==> src/sv/twm_pkg.sv <==
// ----------------------------------------------------------------------------
// twm_pkg
// Shared types and constants of the torque window oscillation monitor.
// ----------------------------------------------------------------------------
package twm_pkg;

   localparam int DRIVE_W     = 3;
   localparam int ACTIVE_W    = 4;
   localparam int TOL_W       = 15;
   localparam int CSR_INDEX_W = 2;
   localparam int CSR_DATA_W  = 16;

   localparam logic [ACTIVE_W-1:0] ACTIVE_RESET = 4'd8;
   localparam logic [TOL_W-1:0]    TOL_RESET    = 15'h7FFF;

   typedef enum logic [CSR_INDEX_W-1:0] {
      CSR_ACTIVE_DRIVES       = 2'd0,
      CSR_COMMAND_TOLERANCE   = 2'd1,
      CSR_FOLLOWING_TOLERANCE = 2'd2
   } csr_index_type;

   typedef struct packed {
      logic [ACTIVE_W-1:0] active_drives;
      logic [TOL_W-1:0]    command_tolerance;
      logic [TOL_W-1:0]    following_tolerance;
   } cfg_type;

endpackage

==> src/sv/twm_if.sv <==


interface twm_csr_if;
   logic                            valid;
   logic                            ready;
   logic [twm_pkg::CSR_INDEX_W-1:0] index;
   logic [twm_pkg::CSR_DATA_W-1:0]  data;

   modport source (output valid, output index, output data, input ready);
   modport sink   (input valid, input index, input data, output ready);
endinterface

==> src/sv/twm_csr.sv <==
// ----------------------------------------------------------------------------
// twm_csr
// Configuration registers: active drive count and the two tolerances.
// ----------------------------------------------------------------------------
module twm_csr (
   input  logic            clock,
   input  logic            reset,
   twm_csr_if.sink         csr_if,
   output twm_pkg::cfg_type cfg
);

   twm_pkg::cfg_type cfg_ff;
   logic             wr;

   assign csr_if.ready = 1'b1;
   assign wr           = csr_if.valid && csr_if.ready;

   always_ff @(posedge clock) begin
      if (reset) begin
         cfg_ff.active_drives       <= twm_pkg::ACTIVE_RESET;
         cfg_ff.command_tolerance   <= twm_pkg::TOL_RESET;
         cfg_ff.following_tolerance <= twm_pkg::TOL_RESET;
      end else if (wr) begin
         unique case (twm_pkg::csr_index_type'(csr_if.index))
            twm_pkg::CSR_ACTIVE_DRIVES: begin
               cfg_ff.active_drives <= csr_if.data[twm_pkg::ACTIVE_W-1:0];
            end
            twm_pkg::CSR_COMMAND_TOLERANCE: begin
               cfg_ff.command_tolerance <= csr_if.data[twm_pkg::TOL_W-1:0];
            end
            twm_pkg::CSR_FOLLOWING_TOLERANCE: begin
               cfg_ff.following_tolerance <= csr_if.data[twm_pkg::TOL_W-1:0];
            end
            default: begin
               // unused index: write dropped
            end
         endcase
      end
   end

   assign cfg = cfg_ff;

endmodule

==> src/flat_wrapper.sv <==
// flat-port wrapper written by rule: the top's interface ports become plain ports
module twm_csr_flat 
  (clock, reset, cfg, csr_if_valid, csr_if_index, csr_if_data, csr_if_ready);
  twm_csr_if csr_if_i ();
  input  logic clock;
  input  logic reset;
  output twm_pkg::cfg_type cfg;
  input wire logic [$bits(csr_if_i.valid)-1:0] csr_if_valid;
  input wire logic [$bits(csr_if_i.index)-1:0] csr_if_index;
  input wire logic [$bits(csr_if_i.data)-1:0] csr_if_data;
  output wire logic [$bits(csr_if_i.ready)-1:0] csr_if_ready;
  assign csr_if_i.valid = csr_if_valid;
  assign csr_if_i.index = csr_if_index;
  assign csr_if_i.data = csr_if_data;
  assign csr_if_ready = csr_if_i.ready;
  twm_csr u_core (.clock(clock), .reset(reset), .csr_if(csr_if_i), .cfg(cfg));
endmodule
==> config.mk <==
export PLATFORM = sky130hd
export DESIGN_NAME = twm_csr_flat
export DESIGN_NICKNAME = d
export VERILOG_FILES = /design/src/sv/twm_pkg.sv /design/src/sv/twm_if.sv /design/src/sv/twm_csr.sv /design/src/flat_wrapper.sv
export SDC_FILE = /design/constraint.sdc
export NUM_CORES = 1
export LEC_CHECK = 0
export ABC_CLOCK_PERIOD_IN_PS = 1900
export BUFFER_PORTS_ARGS = -buffer_cell sky130_fd_sc_hd__buf_2
export CAP_MARGIN = 40
export CORE_MARGIN = 3
export CORE_UTILIZATION = 27
export CTS_CLUSTER_DIAMETER = 200
export DETAILED_ROUTE_END_ITERATION = 10
export GPL_TIMING_DRIVEN = 0
export PLACE_DENSITY_LB_ADDON = 0.2
export SETUP_SLACK_MARGIN = 0.4
export SLEW_MARGIN = 20
export SYNTH_ARGS = -nofsm -noshare
export SYNTH_HDL_FRONTEND = slang
export SYNTH_SLANG_ARGS = --single-unit
==> constraint.sdc <==
create_clock -name clock -period 1.9 [get_ports clock]
set_clock_uncertainty 0.15 [all_clocks]
set_input_delay 0 -clock clock [delete_from_list [all_inputs] [get_ports clock]]
set_output_delay 0 -clock clock [all_outputs]
set_load 0.03 [all_outputs]
==> results.ini, run 1 <==
[run_status]
outcome=finished clean

[synthesis]
async_flop_share=0
synthFlopType=dfxtp_1
synth.area.top_cells=dfxtp_1 (50%), mux2i_1 (25%), nor2_1 (13%), buf_12 (2.9%), nand2b_1 (2.8%)
synth_edf_count=0
syn-cell-area_mm2=0.00136
yosys_warnings=0
postSynthAreaPerCell_um2=10.1
yosysTopAreaCell=dfxtp_1
synth_top_area_frac=0.500
synth_common_cells=nor2_1 (46), dfxtp_1 (34), mux2i_1 (34), nand2b_1 (6), buf_2 (5)
synth_cells=135
synth_seq_cells=34
synth.most_common_cell=nor2_1
yosysSeqAreaShare=0.500
yosysUniqueCellTypes=12
synth_nets=156

[place]
place_ws_ns=0.913
post_dp_cell_area_mm2=0.00171
gp_congestion=0.727
io_buffers=52
dp_hpwl_um=2390

[critical_path]
critPathSlowestCell=dlygate4sd3_1
start_kind=input port
required_ns=1.92
path_class=in2reg
crit_arrival_ns=1.26
endpoint_kind=register
slowest_delay_ns=0.54
path_max_fanout=10
path_cells=dlygate4sd3_1 -> buf_2 -> nand3b_1 -> buf_6 -> buf_12 -> mux2i_1

[route]
wl_per_cell_um=12.0
viasPerCell=4.04
first_pass_iters=4
first_iter_violations=37
drc=0
routed_wl_um=3350
vias=1132
postRouteAntennaNets=0

[finish]
final_area_mm2=0.00199
syn_to_final_growth_pct=46.5
drive_gt1_frac=0.333
nets=233
n_antenna_cell=0
fill_cells=494
largest_reg_flops=34

[grt]
grt_pass1_vias=1154
grt_usage=0.122
grt_overflow_total=0
grt_pass1_wl_um=5580
grt_max_degree=12
antenna_found_initial=0

[clock_network]
htreeDepth=2
cts_made_buffers=5
clk_pin_slew_ns=0.07
clock_path_buffers=2
cts_setup_buffers=0
cts_tree=built
cts-root-buf=clkbuf_8
clock-sinks=34
clk_latency_ns=0.28

[sta]
slew_violations=0
rsz0062_at_grt=no
layout_min_cycle_time_ns=1.24
hold_violations=0
fmax_mhz=803
finalWorstSetupSlack_ns=0.655
fin_crit_sh=0.655
finalSetupViolCount=0
finalSetupTns_ns=0

[floorplan]
die_w_um=77.0
die_y_um=77.0
num_rows=25
dieArea_mm2=0.00593
ioPinCount=56
core-area_mm2=0.00479
start_util=0.284

[power]
p_leak_nw=0.994
irDropWorstVdd_v=0.000415
power_mw=1.63
powerDensity_mw_per_mm2=817

[hold_path]
hp-class=in2reg

[flow_run]
drv_cap=0

critical path, delay by kind of cell:
family / cells / cell delay [ns]
buffers and inverters: 4 / 0.98
AND/OR/NAND/NOR: 1 / 0.16
multiplexers: 1 / 0.12
final cells by class:
cell class	instances	area, µm²	area share
flip-flops and latches	34	681	0.341
plain buffers	11	98.8	0.0496
clock inverters	3	40.0	0.0201
multi-input cells	90	582	0.292
repair buffers	70	440	0.221
clock buffers	5	68.8	0.0345
well taps	67	83.8	0.0420
path summary, 6_finish.rpt:
check                                                 start                           to  slack, ns  depth (start not counted)
worst max-delay path                        csr_if_index[0]   u_core.cfg[3]$_SDFFE_PP1P_       0.66                          6
worst min-delay path                           csr_if_valid  u_core.cfg[16]$_SDFFE_PP1P_       0.03                          4
worst min register to register  u_core.cfg[32]$_SDFFE_PP0P_  u_core.cfg[32]$_SDFFE_PP0P_       0.33                          2
worst max register to register  u_core.cfg[18]$_SDFFE_PP1P_  u_core.cfg[18]$_SDFFE_PP1P_       1.13                          2
kinds of logic after synthesis:
logic type,count (synthesis),share of synthesized area
multiplexers,34,0.250
buffers and inverters,11,0.0726
flip-flops,34,0.500
AND/OR/NAND/NOR,55,0.175
other,1,0.00275
cell usage in the layout, fill, tap and decap left out:
cell	instances
nand3b_1	2
dlygate4sd3_1	18
buf_6	2
nor3b_2	1
bufinv_16	1
nand2b_1	6
clkinv_2	2
conb_1	1
buf_2	57
dfxtp_1	34
clkbuf_1	1
nor2_1	46
mux2i_1	34
clkbuf_8	5
buf_12	2
buf_4	1
routing by layer:
metal  track usage  part of all wire
met3        0.0552             0.074
met4        0.0374            0.0045
met1         0.149              0.46
met5             0                 0
met2         0.191              0.46
power by group:
group,total (mW),internal (mW),switching (mW)
Sequential,0.751,0.738,0.0122
Clock,0.648,0.386,0.262
Combinational,0.230,0.100,0.130
Total,1.63,1.22,0.405
stage by stage:
stage / hold slack, ns / util / std cells
global route: 0.0364 / 0.417 / 280
CTS: 0.0246 / 0.417 / 280
detailed placement: 0.121 / 0.356 / 254
global placement: 0.121 / 0.356 / 254
floorplan: 0.00491 / - / 135
finish: 0.0289 / 0.417 / 280
timing repair:
item,4_1_cts,5_1_grt
hold buffers,18,0
gates resized for setup,0,0
endpoints found under the hold margin,34,0
Note: power is estimated with default switching activity, not from simulation.
==> run 2: changes to the inputs <==
--- a/config.mk
+++ b/config.mk
@@ -5,7 +5,8 @@
 export SDC_FILE = /design/constraint.sdc
 export NUM_CORES = 1
 export LEC_CHECK = 0
-export ABC_CLOCK_PERIOD_IN_PS = 1900
+export ABC_AREA = 1
+export ABC_CLOCK_PERIOD_IN_PS = 1000
 export BUFFER_PORTS_ARGS = -buffer_cell sky130_fd_sc_hd__buf_2
 export CAP_MARGIN = 40
 export CORE_MARGIN = 3
==> constraint.sdc (replaced) <==
create_clock -name clock -period 1 [get_ports clock]
set_clock_uncertainty 0.15 [all_clocks]
set_input_delay 0 -clock clock [delete_from_list [all_inputs] [get_ports clock]]
set_output_delay 0 -clock clock [all_outputs]
set_load 0.03 [all_outputs]
==> results.ini, run 2 <==
[critical_path]
crit_buf_inv=1
endpoint_kind=output pin
reg2reg_depth=3
required_ns=0.85
slowest_delay_ns=0.36
critPathSlowestCell=dfxtp_4
path_cells=buf_6
start_kind=register
r2r_slack_ns=0.15
crit_arrival_ns=0.78
rr_endpoint=u_core.cfg[30]$_SDFFE_PP0P_
cp_top_family=flip-flops
path_class=reg2out
worstReg2RegStart=u_core.cfg[30]$_SDFFE_PP0P_
path_max_fanout=2

[sta]
fmax_mhz=1080
slew_violations=0
layout_min_cycle_time_ns=0.928
finalSetupViolCount=0
timing.hold.ws_ns=-0.152
rsz0062_at_grt=yes
fin_crit_sh=0.928
hold_violations=34

[run_status]
outcome=finished with violations
violations=negative hold slack

[clock_network]
htreeDepth=2
cts_tree=built
clk_latency_ns=0.28
clock_path_buffers=2
cts-root-buf=clkbuf_8
clock-sinks=34
clk_pin_slew_ns=0.07
cts_made_buffers=5

[synthesis]
yosysTopAreaCell=dfxtp_1
syn-cell-area_mm2=0.00134
synthFlopType=dfxtp_1
postSynthAreaPerCell_um2=8.09
async_flop_share=0
synth_common_cells=nand2_1 (35), nand3_1 (35), dfxtp_1 (34), nand4_1 (30), buf_4 (6)
synth_seq_cells=34
synth_nets=187
yosys_warnings=0
synth_cells=166
synth_edf_count=0
synth.area.top_cells=dfxtp_1 (51%), nand4_1 (14%), nand3_1 (13%), nand2_1 (9.8%), buf_4 (3.4%)
yosysSeqAreaShare=0.507
yosysUniqueCellTypes=15
synth_top_area_frac=0.507

[grt]
grt_pass1_vias=1400
grt_pass1_wl_um=6810
grt_overflow_total=0
grt_usage=0.146
grt_max_degree=12
antenna_found_initial=0

[hold_path]
holdPathStages=3
hp-class=in2reg
hold_end=u_core.cfg[28]$_SDFFE_PP1P_
hp-start=csr_if_data[13]

[finish]
n_antenna_cell=0
syn_to_final_growth_pct=77.4
nets=255
drive_gt1_frac=0.630
layout_common_cells=buf_6 (47), nand4_1 (30), nand3_1 (25), nand2_1 (23), dfxtp_2 (21)
final_common_cell=buf_6
largest_reg_flops=34
fin_cells=302
fill_cells=463
final_util=0.501
final_area_mm2=0.00238

[route]
viasPerCell=4.74
vias=1432
routed_wl_um=4230
postRouteAntennaNets=0
drc=0
first_iter_violations=71
first_pass_iters=4
wl_per_cell_um=14.0

[place]
dpl.cell_count=284
dp_hpwl_um=2890
gp_congestion=0.752
post_dp_cell_area_mm2=0.00184
io_buffers=51

[flow_run]
drv_cap=0

[power]
irDropWorstVdd_v=0.000813
powerDensity_mw_per_mm2=1430
p_leak_nw=1.06

[floorplan]
dieArea_mm2=0.00585
die_y_um=76.5
core-area_mm2=0.00475
ioPinCount=56
start_util=0.282
die_w_um=76.5
num_rows=25

==> run 2: cell types whose count changed in the layout (fill, tap and decap cells not counted), sizes merged, moves of 18 or more <==
cell,before,now
mux2i,34,0
nand4,0,30
dlygate4sd3,18,0
nand3,0,37
nor2,46,4
nand2,0,35
==> run 2: routing by layer <==
| layer | track usage | vias up | wire [µm] |
|---|---|---|---|
| met5 | 0 | - | 0 |
| met4 | 0.0489 | 0 | 46 |
| met3 | 0.0567 | 6 | 247 |
| met2 | 0.230 | 41 | 2040 |
| met1 | 0.180 | 666 | 1900 |
| li1 | - | 719 | - |
==> run 2: where the power goes <==
part	switching (mW)	internal, mW	leakage, nW
sequential	0.0563	1.42	0.273
combinational	0.407	0.313	0.727
clock	0.501	0.712	0.0566
==> run 2: final cells by class <==
type	instances	area, µm²	area share
flip-flops and latches	34	756	0.317
multi-input cells	110	677	0.284
repair buffers	61	581	0.244
plain buffers	16	136	0.0572
clock buffers	8	111	0.0467
well taps	67	83.8	0.0352
inverters	6	37.5	0.0158
==> run 2: worst max-delay path by stage <==
| stage | start | to | cells after the start |
|---|---|---|---|
| 4_1_cts | u_core.cfg[30]$_SDFFE_PP0P_ | cfg[30] | 1 |
| 6_report | u_core.cfg[18]$_SDFFE_PP1P_ | cfg[18] | 1 |
| 3_5_place_dp | reset | u_core.cfg[7]$_SDFFE_PP1P_ | 4 |
| 3_3_place_gp | csr_if_valid | u_core.cfg[2]$_SDFFE_PP1P_ | 4 |
| 5_1_grt | u_core.cfg[25]$_SDFFE_PP1P_ | cfg[25] | 1 |
| 2_1_floorplan | csr_if_index[0] | u_core.cfg[0]$_SDFFE_PP1P_ | 6 |
==> run 2: cells by family after synthesis <==
logic type             synth area share
flip-flops                        0.507
AND/OR/NAND/NOR                   0.396
buffers and inverters            0.0829
AO/OA/AOI/OAI                    0.0112
other                           0.00279
==> run 2: metrics by stage <==
step                      worst slack, ns  hold WS (ns)  power (mW)  TNS [ns]
after floorplan                     0.210       0.00428        1.86         0
after global placement            -0.0623         0.136        2.04     -1.09
after detailed placement          -0.0598         0.142        2.04     -1.21
after CTS                          0.0687        -0.159        3.38         0
after global routing               0.0416        -0.149        3.57         0
final                              0.0718        -0.152        3.41         0
==> run 2: timing repair <==
item	in CTS	in global routing
endpoints found under the setup margin	68	68
pin swaps	22	4
buffers inserted	3	7
gates resized for setup	81	27
hold endpoints to repair	34	34
==> run 2: worst register-to-register path: cells and delay by family, from the launching register on <==
family | cells | cell delay [ns]
and+or+nand+nor | 1 | 0.05
DFF | 1 | 0.35
AOI/OAI and AO/OA | 1 | 0.09
buffers and inverters | 1 | 0.11
==> run 3: changes to the inputs <==
--- a/config.mk
+++ b/config.mk
@@ -11,7 +11,7 @@
 export CAP_MARGIN = 40
 export CORE_MARGIN = 3
 export CORE_UTILIZATION = 27
-export CTS_CLUSTER_DIAMETER = 200
+export CTS_BUF_LIST = sky130_fd_sc_hd__clkbuf_4
 export DETAILED_ROUTE_END_ITERATION = 10
 export GPL_TIMING_DRIVEN = 0
 export PLACE_DENSITY_LB_ADDON = 0.2
==> constraint.sdc (replaced) <==
create_clock -name clock -period 1 [get_ports clock]
set_clock_uncertainty 0.15 [all_clocks]
set_input_delay 0.05 -clock clock [delete_from_list [all_inputs] [get_ports clock]]
set_output_delay 0.05 -clock clock [all_outputs]
set_load 0.03 [all_outputs]
==> results.ini, run 3 (synthesis results as in run 2) <==
[grt]
antenna_found_initial=0
grt_pass1_wl_um=6530
grt_max_degree=12
grt_overflow_total=0
grt_pass1_vias=1335
grt_usage=0.138

[finish]
nets=249
drive_gt1_frac=0.620
final_common_cell=buf_6
multiInputGateArea_um2=669
layout_common_cells=buf_6 (43), nand4_1 (30), nand2_1 (24), nand3_1 (24), dfxtp_2 (21)
n_antenna_cell=0
fin_cells=296
fill_cells=473
final_area_mm2=0.00230
seq_area_um2=756
syn_to_final_growth_pct=71.7
largest_reg_flops=34

[power]
irDropWorstVdd_v=0.00108
powerDensity_mw_per_mm2=1480
p_leak_nw=1.02

[run_status]
outcome=finished with violations
violations=negative hold slack, negative setup slack

[route]
drc=0
viasPerCell=4.75
first_pass_iters=4
routed_wl_um=3980
first_iter_violations=101
vias=1406
wl_per_cell_um=13.5
postRouteAntennaNets=0

[clock_network]
htreeDepth=2
clk_pin_slew_ns=0.11
clock-sinks=34
clock_path_buffers=2
cts_made_buffers=5
cts-root-buf=clkbuf_4
cts_tree=built
clk_latency_ns=0.33

[hold_path]
hp-class=in2reg

[critical_path]
endpoint_kind=output pin
slowest_delay_ns=0.37
required_ns=0.80
path_cells=buf_6
crit_arrival_ns=0.83
critPathSlowestCell=dfxtp_4
cp_top_family=flip-flops
crit_buf_inv=1
start_kind=register
path_class=reg2out
path_max_fanout=2

[sta]
finalSetupViolCount=31
slew_violations=0
fmax_mhz=971
timing.hold.ws_ns=-0.162
rsz0062_at_grt=yes
layout_min_cycle_time_ns=1.03
hold_violations=34
fin_crit_sh=1.03
finalWorstSetupSlack_ns=-0.0299

[place]
io_buffers=51
gp_congestion=0.752
dp_hpwl_um=2820
post_dp_cell_area_mm2=0.00185
dpl.cell_count=284

[floorplan]
start_util=0.282
ioPinCount=56
dieArea_mm2=0.00585
die_w_um=76.5
core-area_mm2=0.00475
num_rows=25
die_y_um=76.5

[flow_run]
drv_cap=0

run 3: changes by cell type in the layout (fill, tap and decap cells not counted), sizes merged:
cell    delta
buf        -6
bufinv     +2
clkbuf     -3
clkinv     +1
run 3: where the power goes:
part | internal (mW) | total [mW] | switching (mW)
Clock | 0.771 | 1.24 | 0.472
Sequential | 1.42 | 1.47 | 0.0553
Combinational | 0.292 | 0.689 | 0.398
run 3: worst paths after layout:
path / startpoint / end / slack (ns) / depth (start not counted)
max reg2reg: u_core.cfg[25]$_SDFFE_PP1P_ / u_core.cfg[25]$_SDFFE_PP1P_ / 0.10 / 4
max: u_core.cfg[10]$_SDFFE_PP1P_ / cfg[10] / -0.03 / 1
min: csr_if_data[6] / u_core.cfg[6]$_SDFFE_PP1P_ / -0.16 / 3
min reg2reg: u_core.cfg[22]$_SDFFE_PP1P_ / u_core.cfg[22]$_SDFFE_PP1P_ / 0.31 / 2
run 3: cell type report:
class	instances	area share
Buffer	16	0.0624
Inverter	6	0.0163
Tap cell	67	0.0364
Clock inverter	3	0.0277
Sequential cell	34	0.328
Clock buffer	5	0.0163
Multi-Input combinational cell	110	0.290
Timing Repair Buffer	55	0.223
run 3: repair_timing:
item | CTS | global route
setup endpoints to repair | 68 | 68
endpoints found under the hold margin | 34 | 34
pin swaps | 18 | 3
gates resized for setup | 74 | 24
setup buffers | 1 | 3
run 3: tightest hold or removal path, stage by stage:
cell	delay, ns
buf_2	0.09
nand4_1	0.08
nand3_1	0.08
run 3: metrics by stage:
step / setup WS [ns] / total power [mW] / setup TNS (ns) / util / hold slack, ns
2_1_floorplan: 0.167 / 1.87 / 0 / - / 0.0543
3_3_place_gp: -0.0837 / 2.04 / -0.626 / 0.389 / 0.186
3_5_place_dp: -0.0749 / 2.04 / -0.560 / 0.389 / 0.190
4_1_cts: -0.0408 / 3.39 / -0.884 / 0.461 / -0.168
5_1_grt: -0.0770 / 3.58 / -1.94 / 0.485 / -0.157
6_report: -0.0299 / 3.41 / -0.471 / 0.485 / -0.162
run 3: per-layer routing:
layer  vias up  global-route usage  share of wire
met2        47               0.208           0.46
met1       641               0.191           0.47
met3        11              0.0378          0.054
li1        707                   -              -
met4         0              0.0417          0.018
met5         -                   0              0
